`config.mk`:
```
export PLATFORM = sky130hd
export DESIGN_NAME = ara_slot
export DESIGN_NICKNAME = d
export VERILOG_FILES = /design/src/hdl/ara_pkg.sv /design/src/hdl/ara_slot.sv
export SDC_FILE = /design/constraint.sdc
export NUM_CORES = 1
export LEC_CHECK = 0
export BUFFER_PORTS_ARGS = -buffer_cell sky130_fd_sc_hd__buf_2
export CAP_MARGIN = 20
export CORE_AREA = 4 4 306 308
export DETAILED_ROUTE_END_ITERATION = 12
export DIE_AREA = 0 0 310 312
export RECOVER_POWER = 100
export SYNTH_ARGS = -nofsm -noshare
export SYNTH_HDL_FRONTEND = slang
export SYNTH_SLANG_ARGS = --single-unit
```
`constraint.sdc`:
```
create_clock -name clk -period 17.4 [get_ports clk]
set_input_delay 0.87 -clock clk [delete_from_list [all_inputs] [get_ports clk]]
set_output_delay 0.87 -clock clk [all_outputs]
set_load 0.1 [all_outputs]
```
`src/hdl/ara_pkg.sv`:
```
// Shared types and constants of the address region allocator.
`default_nettype none
package ara_pkg;

    localparam logic [1:0] OP_ALLOC = 2'd0;
    localparam logic [1:0] OP_FREE  = 2'd1;
    localparam logic [1:0] OP_CHECK = 2'd2;

    localparam logic [1:0] ST_SUCCESS  = 2'd0;
    localparam logic [1:0] ST_NO_SPACE = 2'd1;
    localparam logic [1:0] ST_FULL     = 2'd2;
    localparam logic [1:0] ST_NOTFOUND = 2'd3;

    localparam logic [7:0] REG_WINDOW_BASE   = 8'd0;
    localparam logic [7:0] REG_WINDOW_LENGTH = 8'd1;

    localparam logic [49:0] SZ_64K     = 50'h10000;
    localparam logic [49:0] SZ_2M      = 50'h200000;
    localparam logic [49:0] SZ_4M      = 50'h400000;
    localparam logic [49:0] SZ_32M     = 50'h2000000;
    localparam logic [49:0] SZ_1G      = 50'h40000000;
    localparam logic [49:0] LOWER_SIZE = SZ_1G - SZ_2M;
    localparam logic [48:0] ADDR_TOP   = 49'h1000000000000;

    typedef struct packed {
        logic eval1;
        logic eval2;
        logic ins;
        logic del;
    } ara_ctrl_t;

    typedef struct packed {
        logic fit;
        logic ge;
        logic eq;
        logic len_ok;
        logic in_prev;
    } ara_flags_t;

endpackage
`default_nettype wire

```
`src/hdl/ara_slot.sv`:
```
// One slot of the region chain: holds one stored region and evaluates its gap.
`default_nettype none
module ara_slot #(
    parameter int IDX = 0,
    parameter int MAX_REGIONS = 64,
    parameter int PAGE_BYTES = 4096,
    localparam int CW = $clog2(MAX_REGIONS + 1)
) (
    input  wire logic              clk,
    input  wire ara_pkg::ara_ctrl_t ctrl,
    input  wire logic [CW-1:0]     count,
    input  wire logic [CW-1:0]     pos,
    input  wire logic [48:0]       mark,
    input  wire logic [49:0]       prev_end,
    input  wire logic [47:0]       left_begin,
    input  wire logic [47:0]       left_len,
    input  wire logic [47:0]       right_begin,
    input  wire logic [47:0]       right_len,
    input  wire logic [47:0]       new_begin,
    input  wire logic [47:0]       new_len,
    input  wire logic [47:0]       req_addr,
    input  wire logic [47:0]       req_len,
    input  wire logic [48:0]       addr_end,
    input  wire logic [49:0]       align_mask,
    output logic [47:0]            begin_q,
    output logic [47:0]            len_q,
    output logic [49:0]            node_end,
    output logic [47:0]            start_q,
    output ara_pkg::ara_flags_t    flags
);
    import ara_pkg::*;

    logic [47:0] begin_reg, begin_next;
    logic [47:0] len_reg, len_next;
    logic [50:0] lo_reg;
    logic [49:0] hi_reg;
    logic        hi_ok_reg;
    logic        active_reg;
    logic [47:0] start_reg;
    ara_flags_t  flags_reg;
    logic        is_entry, is_active;
    logic [48:0] nb;
    logic [47:0] nlen;
    logic [50:0] start_w;
    logic [51:0] start_end;

    assign is_entry  = CW'(IDX) < count;
    assign is_active = CW'(IDX) <= count;
    assign nb        = is_entry ? {1'b0, begin_reg} : mark;
    assign nlen      = is_entry ? len_reg : 48'd0;
    assign node_end  = is_entry ? ({2'b0, begin_reg} + {2'b0, len_reg}) : {1'b0, mark};
    assign start_w   = (lo_reg + {1'b0, align_mask}) & ~{1'b0, align_mask};
    assign start_end = {1'b0, start_w} + {4'b0, req_len};

    always_comb
    begin
        begin_next = begin_reg;
        len_next   = len_reg;
        if (ctrl.ins)
        begin
            if (CW'(IDX) == pos)
            begin
                begin_next = new_begin;
                len_next   = new_len;
            end
            else if (CW'(IDX) > pos)
            begin
                begin_next = left_begin;
                len_next   = left_len;
            end
        end
        else if (ctrl.del && CW'(IDX) >= pos)
        begin
            begin_next = right_begin;
            len_next   = right_len;
        end
    end

    always_ff @(posedge clk)
    begin
        begin_reg <= begin_next;
        len_reg   <= len_next;
        if (ctrl.eval1)
        begin
            lo_reg            <= {1'b0, prev_end} + 51'(PAGE_BYTES);
            hi_reg            <= {1'b0, nb} - 50'(PAGE_BYTES);
            hi_ok_reg         <= nb >= 49'(PAGE_BYTES);
            active_reg        <= is_active;
            flags_reg.ge      <= is_active && (nb >= {1'b0, req_addr});
            flags_reg.eq      <= nb == {1'b0, req_addr};
            flags_reg.len_ok  <= req_len <= nlen;
            flags_reg.in_prev <= {1'b0, addr_end} <= prev_end;
        end
        if (ctrl.eval2)
        begin
            flags_reg.fit <= active_reg && hi_ok_reg && (start_end <= {2'b0, hi_reg});
            start_reg     <= start_w[47:0];
        end
    end

    assign begin_q = begin_reg;
    assign len_q   = len_reg;
    assign start_q = start_reg;
    assign flags   = flags_reg;

endmodule
`default_nettype wire

```
[Word level (Yosys, flattened, before mapping)]
Index checks and enable logic that the tools add are counted.
Storage, ports and cells
  output and inout port bits: 199
  register bits after elaboration: 252
  logic and storage cells: 48
  bits of input ports: 601
Operators by class
  add/sub/neg operators: 5
  bitwise logic cells: 2
  muxes and demuxes: 11
  magnitude comparators: 9
  reductions and logical operators: 7
  equal/unequal tests: 2
Operators by type and width (count)
  2-to-1 mux 48 bit: 9
  2-to-1 mux 49 bit: 2
  adder 51 x 48 -> 52 bit: 1
  less-or-equal comparator 52 x 50 -> 1 bit: 1
  adder 50 x 13 -> 51 bit (second input constant): 1
  adder 51 x 50 -> 51 bit: 1
  AND 51 bit: 1
  inverter 50 -> 51 bit: 1
  less-or-equal comparator 49 x 50 -> 1 bit: 1
  subtractor 49 x 13 -> 50 bit (second input constant): 1
  adder 48 x 48 -> 49 bit: 1
  == test 49 x 48 -> 1 bit: 1
  >= comparator 49 x 13 -> 1 bit (second input constant): 1
  >= comparator 49 x 48 -> 1 bit: 1
  less-or-equal comparator 48 bit: 1
  >= comparator 1 x 7 -> 1 bit (first input constant): 1
  > comparator 1 x 7 -> 1 bit (first input constant): 1
  less-or-equal comparator 1 x 7 -> 1 bit (first input constant): 1
  zero test 7 bit: 1
  < comparator 1 x 7 -> 1 bit (first input constant): 1
  logical AND 1 bit: 4
  != test 3 x 1 -> 1 bit (second input constant): 1
  AND reduction 2 bit: 1
  nonzero test 2 bit: 1

[Depth between registers and ports, before layout]
Gate-level depths: netlist of run 1.
  depth in word-level cells: 5
  mapped depth: 34
  depth with buffers taken out: 33

[Worst setup path after synthesis of run 1]
No wires, ideal clock.
  path kind: input -> register
  start point: in align_mask[6]
  end point: reg flags_reg, in the netlist flags[4] (data pin)
  data arrival time: 6397 ps
  path slack: 10855 ps
  stages: 31
  cell sequence: ha_1 a21oi_1 o21ai_0 a31o_2 or2_2 a21o_1 a21oi_1 o21ai_0 xnor2_1 nor2_1 ha_1 clkbuf_1 nand4_1 or2_2 or4_1 nor3_1 o2111ai_1 nand3_1 a311oi_1 o21ai_0 xor2_1 ha_1 and3_1 nand3_1 nor4_1 nand3_1 or3_1 o31ai_1 a31o_2 nand4b_1 mux2i_1
On the way
  longest elaborated chain between the ends: 5
  elaborated cells on any way between the ends: 6
  classes of those cells: add/sub: 2; order compare: 1; bitwise: 2; reduce/logical: 1
RTL lines
  start, declared: line ara_slot.sv:24  | input wire logic [49:0] align_mask,
  adder 51 x 50 -> 51 bit: line ara_slot.sv:52  | assign start_w = (lo_reg + {1'b0, align_mask}) & ~{1'b0, align_mask};
  AND 51 bit: line ara_slot.sv:52
  net start_w[13]: line ara_slot.sv:44  | logic [50:0] start_w;
  adder 51 x 48 -> 52 bit: line ara_slot.sv:53  | assign start_end = {1'b0, start_w} + {4'b0, req_len};
  less-or-equal comparator 52 x 50 -> 1 bit: line ara_slot.sv:96  | flags_reg.fit <= active_reg && hi_ok_reg && (start_end <= {2'b0, hi_reg});
  logical AND 1 bit: line ara_slot.sv:96
  end, declared: line ara_slot.sv:40  | ara_flags_t flags_reg;
The timed path passes the listed nets, and every way through them passes these cells.
A chain may end at the register's enable or synchronous reset.

[Worst setup path after layout of run 1]
  start point: in count[6]
  end point: out node_end[48]
On the way
  longest elaborated chain between the ends: 2
RTL lines
  start, declared: line ara_slot.sv:11  | input wire logic [CW-1:0] count,
  < comparator 1 x 7 -> 1 bit: line ara_slot.sv:47  | assign is_entry = CW'(IDX) < count;
  2-to-1 mux 49 bit: line ara_slot.sv:51  | assign node_end = is_entry ? ({2'b0, begin_reg} + {2'b0, len_reg}) : {1'b0, mark};
  end, declared: line ara_slot.sv:27  | output logic [49:0] node_end,
Every way passes these cells.

==> flow_metrics.env, run 1 <==
export IMPL_fmax_mhz=119
export IMPL_grt_use_total=0.218
export IMPL_synth_ff_latch_count=252
export IMPL_layout_cells_most_common_list="583 x buf_2, 343 x ha_1, 299 x nand2_1"
export IMPL_fillers=9757
export IMPL_critical_path_buf_inv_count=3
export IMPL_max_cap_violations=12
export IMPL_rsz0062_at_grt="no"
export IMPL_regToRegStartpoint="lo_reg[5]$_DFFE_PP_"
export IMPL_async_flop_share=0
export IMPL_min_path_cells=1
export IMPL_synth_top_area_cell="edfxtp_1"
export IMPL_slew_viol_final=652
export IMPL_finalPower_uw=2210
export IMPL_worstPathRequired_ps=16530
export IMPL_drtIter0Drc=1657
export IMPL_clock_sinks=252
export IMPL_startpoint="count[6]"
export IMPL_htreeDepth=1
export IMPL_clk_pin_slew_ps=60
export IMPL_tritoncts="done"
export IMPL_p_leak_uw=0.0152
export IMPL_detail_route_wl_per_cell_um=22.7
export IMPL_layout_drive_gt1_share=0.181
export IMPL_worst_slew_pin_slew_ps=3470
export IMPL_hold_ws_ps=490
export IMPL_grt_pass1_vias=23933
export IMPL_cts_buffers=31
export IMPL_dieArea_um2=96700
export IMPL_syn_area_per_cell_um2=8.69
export IMPL_reg2reg_setup_slack_ps=10080
export IMPL_viasPerCell=5.05
export IMPL_hold_start="prev_end[11]"
export IMPL_synth_ff_type="edfxtp_1"
export IMPL_synth_edf_count=252
export IMPL_yosys_warnings=0
export IMPL_row_count=111
export IMPL_status="finished with violations"
export IMPL_crit_path_end_kind="primary output"
export IMPL_final_common_cell="buf_2"
export IMPL_synth_nets=3877
export IMPL_min_path_type="in -> reg"
export IMPL_hold_path_end="lo_reg[11]$_DFFE_PP_"
export IMPL_die_width_um=310
export IMPL_worstSetupStartpointType="input port"
export IMPL_cts_resized_gates=0
export IMPL_seq_area_frac_synth=0.297
export IMPL_period_minus_slack_ps=8430
export IMPL_slew_headroom=-1.31
export IMPL_place_congestion=0.940
export IMPL_io_pins=800
export IMPL_synth_area_top_cells="edfxtp_1 30%, ha_1 17%, a21oi_1 5.3%"
export IMPL_drc=0
export IMPL_cp_max_fo=59
export IMPL_holdBufCountCts=0
export IMPL_core_region_area_um2=91100
export IMPL_peakVddDrop_v=0.0000890
export IMPL_drt_wl_total_um=111000
export IMPL_cp_data_arrival_time_ps=7560
export IMPL_syn_area_um2=25500
export IMPL_r2r_cells=28
export IMPL_synth_cell_type_count=84
export IMPL_crit_type="in -> out"
export IMPL_fp_dieH_um=312
export IMPL_clockBufferDepth=3
export IMPL_port_buffers=798
export IMPL_drt_first_pass_iters=5
export IMPL_largest_reg_flops=51
export IMPL_seq_area_um2=7570
export IMPL_power_density_nw_per_um2=70.7
export IMPL_clock_latency_ps=610
export IMPL_cp_slowest_stage_delay_ps=1900
export IMPL_dp_hpwl_um=95400
export IMPL_cpMaxStageDelayCell="clkbuf_1"
export IMPL_critPathTopFamily="simple AND/OR/NAND/NOR gates"
export IMPL_multi_input_area_um2=16700
export IMPL_ant_nets=0
export IMPL_floorplan_initialDensity=0.279
export IMPL_setup_violations=0
export IMPL_finalHoldViolCount=0
export IMPL_synth_top_area_frac=0.297
export IMPL_fin_crit_sh=0.485
export IMPL_post_cts_buffers=0
export IMPL_violations="capacitance limit, slew limit"
export IMPL_path_cells="buf_2, nor3_1, and2_0, clkbuf_1, nand2_1, a21oi_1, clkbuf_1"
export IMPL_grt_pass1_wl_um=156000
export IMPL_vias=24789
export IMPL_clockRootBuffer="clkbuf_16"
export IMPL_area_growth_syn_to_layout_pct=22.8
export IMPL_antenna_found_initial=38
export IMPL_grt_max_degree=92
export IMPL_r2r_end="flags[4]$_DFFE_PP_"
export IMPL_cpMostUsedCell="clkbuf_1"
export IMPL_grt_ovfl_total=0
export IMPL_skew_ps=29.9
export IMPL_syn_inst=2930
export IMPL_setup_tns_ps=0
export IMPL_fin_nets=4624
==> worst reg2reg max path: cells and delay by family (launching register included) <==
kind	cells	cell delay, ps
AO/OA/AOI/OAI	16	3760
AND/OR/NAND/NOR	6	1270
adder cells (fa/ha/maj)	3	1060
multiplexers	2	510
flip-flops	1	410
XOR/XNOR	1	170
==> synthesized netlist by cell type (6+ instances only) <==
library cell  number
buf_2              9
nand2b_1          31
mux2i_1          104
nor3_1            59
nand2_1          298
and2_1            12
xor2_1            63
o211ai_1           8
nor4_1            26
inv_1            201
and3_1            31
ha_1             343
o31a_1             6
a211o_1           10
nor2_1           228
a21boi_0          15
a2111oi_0          6
nor3b_1            6
nor2b_1           40
buf_6              6
clkbuf_1          63
a21oi_1          272
xnor2_1          128
nand3_1           75
nand4_1           69
o21a_1            32
edfxtp_1         252
o21bai_1          26
buf_1             11
or2_2             19
o21ai_0          140
a21o_1           169
or3_1              9
o31ai_1           18
a31oi_1           18
a211oi_1          23
and4_1             7
==> routing by layer <==
layer | GRT usage | vias up | share of wire
met3 | 0.0504 | 110 | 0.076
met1 | 0.273 | 11568 | 0.42
li1 | - | 12277 | -
met5 | 0 | - | 0.0012
met2 | 0.386 | 816 | 0.49
met4 | 0.0352 | 18 | 0.019
==> cell families (layout without fill, tap and decap cells) <==
group,count (synthesis),after routing,synth area share
XOR/XNOR,191,191,0.0657
adder cells (fa/ha/maj),346,346,0.171
multiplexers,107,107,0.0422
AO/OA/AOI/OAI,807,807,0.203
AND/OR/NAND/NOR,929,929,0.173
buffers and inverters,296,1068,0.0469
flip-flops,252,252,0.297
other,2,21,0.000295
==> worst max path at each step <==
stage,cells past startpoint,end
detailed placement,32,flags[4]$_DFFE_PP_
floorplan,31,flags[4]$_DFFE_PP_
global route,15,flags[3]$_DFFE_PP_
global placement,32,flags[4]$_DFFE_PP_
CTS,30,flags[4]$_DFFE_PP_
finish,7,node_end[48]
==> through the flow <==
step                      instance area (µm²)  setup WS [ps]  utilization  instances
after global placement                  30600           9930        0.336       4830
after floorplan                         25500          10850            -       2930
final                                   31300           8970        0.343       4907
after CTS                               31600          10230        0.347       4888
after global routing                    31200           8220        0.343       4893
after detailed placement                30600           9710        0.336       4830
==> area by class of cell <==
class                   instances  area share
inverters                     201      0.0241
flip-flops and latches        252       0.242
well taps                    1186      0.0475
diodes                         19     0.00152
clock buffers                  37      0.0255
clock inverters                21     0.00584
multi-input cells            2382       0.533
repair buffers                809       0.121
==> report_power, final <==
group | internal [µW] | switching, µW
Combinational | 311 | 538
Clock | 369 | 271
Sequential | 707 | 12.9
No activity file was read; power rests on OpenSTA's default activity.
==> run 2: changes to the inputs <==
ABC_AREA = 1   (was not set)
CORE_AREA = 4 4 313 315   (was 4 4 306 308)
DIE_AREA = 0 0 317 319   (was 0 0 310 312)
clock period = 6.9 ns   (was 17.4 ns; I/O delays follow)
==> flow_metrics.env, run 2 <==
export IMPL_post_cts_buffers=0
export IMPL_synth_nets=4685
export IMPL_grt_util_met1=0.308
export IMPL_synth_cell_type_count=60
export IMPL_cts_resized_gates=0
export IMPL_cts_buffers=36
export IMPL_grt_use_total=0.250
export IMPL_synth_top_area_frac=0.284
export IMPL_met3_usage=0.0384
export IMPL_cp_max_fo=6
export IMPL_slew_viol_final=654
export IMPL_area_growth_syn_to_layout_pct=23.9
export IMPL_synth_top_area_cell="edfxtp_1"
export IMPL_grt_busiest_layer="met2"
export IMPL_seq_area_frac_synth=0.284
export IMPL_holdBufCountCts=12
export IMPL_synth_ff_type="edfxtp_1"
export IMPL_io_pins=800
export IMPL_fillers=10504
export IMPL_skew_ps=25.9
export IMPL_startpoint="lo_reg[0]$_DFFE_PP_"
export IMPL_syn_area_per_cell_um2=7.14
export IMPL_cpMostUsedCell="nand2_1"
export IMPL_rsz0062_at_grt="no"
export IMPL_met2_usage=0.447
export IMPL_synth_most_common_cell="nand2_1"
export IMPL_async_flop_share=0
export IMPL_seq_area_um2=7570
export IMPL_p_leak_uw=0.0158
export IMPL_grt_max_degree=97
export IMPL_synth_ff_latch_count=252
export IMPL_hold_ws_ps=61.5
export IMPL_port_buffers=798
export IMPL_syn_inst=3738
export IMPL_power_density_nw_per_um2=181
export IMPL_clockBufferDepth=3
export IMPL_max_cap_violations=12
export IMPL_final_common_cell="nand2_1"
export IMPL_clock_sinks=252
export IMPL_layout_core_utilization=0.348
export IMPL_clockRootBuffer="clkbuf_16"
export IMPL_reg2reg_setup_slack_ps=640
export IMPL_finalHoldViolCount=0
export IMPL_violations="capacitance limit, slew limit"
export IMPL_drt_wl_total_um=132000
export IMPL_ant_nets=0
export IMPL_drtIter0Drc=1867
export IMPL_fp_dieH_um=319
export IMPL_clock_latency_ps=600
export IMPL_clk_pin_slew_ps=60
export IMPL_cp_data_arrival_time_ps=6710
export IMPL_fmax_mhz=160
export IMPL_core_region_area_um2=94900
export IMPL_row_count=113
export IMPL_die_width_um=317
export IMPL_syn_area_um2=26700
export IMPL_slew_headroom=-1.52
export IMPL_dp_hpwl_um=114000
export IMPL_critPathTopFamily="simple AND/OR/NAND/NOR gates"
export IMPL_layout_drive_gt1_share=0.155
export IMPL_grt_pass1_wl_um=186000
export IMPL_setup_violations=0
export IMPL_multi_input_area_um2=16800
export IMPL_htreeDepth=2
export IMPL_synth_area_top_cells="edfxtp_1 28%, ha_1 16%, nand2_1 12%"
export IMPL_largest_reg_flops=51
export IMPL_antenna_found_initial=42
export IMPL_floorplan_initialDensity=0.281
export IMPL_cpMaxStageDelayCell="or4_1"
export IMPL_drc=0
export IMPL_worstPathRequired_ps=7350
export IMPL_tritoncts="done"
export IMPL_crit_type="reg -> reg"
export IMPL_fin_nets=5482
export IMPL_vias=29067
export IMPL_detail_route_wl_per_cell_um=22.6
export IMPL_setup_tns_ps=0
export IMPL_regToRegStartpoint="lo_reg[0]$_DFFE_PP_"
export IMPL_drt_first_pass_iters=6
export IMPL_layout_cells_most_common_list="856 x nand2_1, 585 x buf_2, 521 x a21oi_1"
export IMPL_cp_slowest_stage_delay_ps=470
export IMPL_ys_top_cells_by_count="850 x nand2_1, 520 x a21oi_1, 483 x inv_1"
export IMPL_grt_ovfl_total=0
export IMPL_period_minus_slack_ps=6260
export IMPL_dieArea_um2=101000
export IMPL_worst_slew_pin_slew_ps=3780
export IMPL_place_area_um2=32100
export IMPL_grt_pass1_vias=28659
export IMPL_place_congestion=0.936
export IMPL_crit_path_end_kind="flip-flop"
export IMPL_status="finished with violations"
export IMPL_final_area_um2=33000
export IMPL_critical_path_buf_inv_count=3
export IMPL_yosys_warnings=0
export IMPL_viasPerCell=4.97
export IMPL_min_path_type="in -> reg"
export IMPL_synth_edf_count=252
export IMPL_fin_crit_sh=0.907
export IMPL_worstSetupStartpointType="flip-flop"
export IMPL_finalPower_uw=5990
export IMPL_peakVddDrop_v=0.000142
export IMPL_hold_start="right_len[7]"
run 2: changes by cell type in the layout (fill, tap and decap cells not counted), sizes merged, moves of 29 or more:
cell,previous run,this run
nand2,299,872
inv,203,494
a21oi,274,522
nor2,228,430
a21o,171,22
mux2i,104,0
xnor2,128,27
o21ai,143,185
nor2b,40,0
nand2b,31,0
nand3,75,104
run 2: worst paths after layout:
kind / to / cells past startpoint
max reg2reg: flags[4]$_DFFE_PP_ / 31
min: len_q[7]$_DFFE_PP_ / 3
max: flags[4]$_DFFE_PP_ / 31
min reg2reg: start_q[0]$_DFFE_PP_ / 2
run 2: area by class of cell:
cell class / instances / area share
Antenna cell: 17 / 0.00129
Multi-Input combinational cell: 2928 / 0.508
Clock buffer: 39 / 0.0289
Tap cell: 1265 / 0.0479
Inverter: 494 / 0.0563
Sequential cell: 252 / 0.229
Timing Repair Buffer: 823 / 0.118
Clock inverter: 26 / 0.00973
run 2: logic make-up after synthesis:
family | Yosys count | synth area share
AND/OR/NAND/NOR | 1565 | 0.248
flip-flops | 252 | 0.284
other | 2 | 0.000282
buffers and inverters | 558 | 0.0801
adder cells (fa/ha/maj) | 346 | 0.163
AO/OA/AOI/OAI | 897 | 0.186
XOR/XNOR | 118 | 0.0387
run 2: layer usage:
layer / wire [µm] / vias to the layer above / part of all wire
li1: - / 14301 / -
met1: 54500 / 13447 / 0.41
met2: 64700 / 1104 / 0.49
met3: 8000 / 207 / 0.061
met4: 4930 / 8 / 0.037
met5: 51 / - / 0.00039
run 2: worst reg2reg max path, delay by kind of cell (launching register included):
| kind | cells | cell delay, ps |
|---|---|---|
| buf+inv | 3 | 330 |
| flops | 1 | 370 |
| fa+ha+maj | 3 | 1020 |
| xor+xnor | 1 | 140 |
| simple gates | 22 | 3610 |
| compound gates | 2 | 680 |
run 2: metrics by stage:
stage | cells | setup WS, ps
after CTS | 5827 | 673
after global routing | 5837 | 196
final | 5844 | 640
after floorplan | 3738 | 1110
after global placement | 5750 | 571
after detailed placement | 5750 | 630
run 2: where the power goes:
group          switching [µW]  internal, µW  leakage (µW)
sequential               35.1          1780       0.00245
clock                     796          1260      0.000624
combinational            1440           672        0.0127
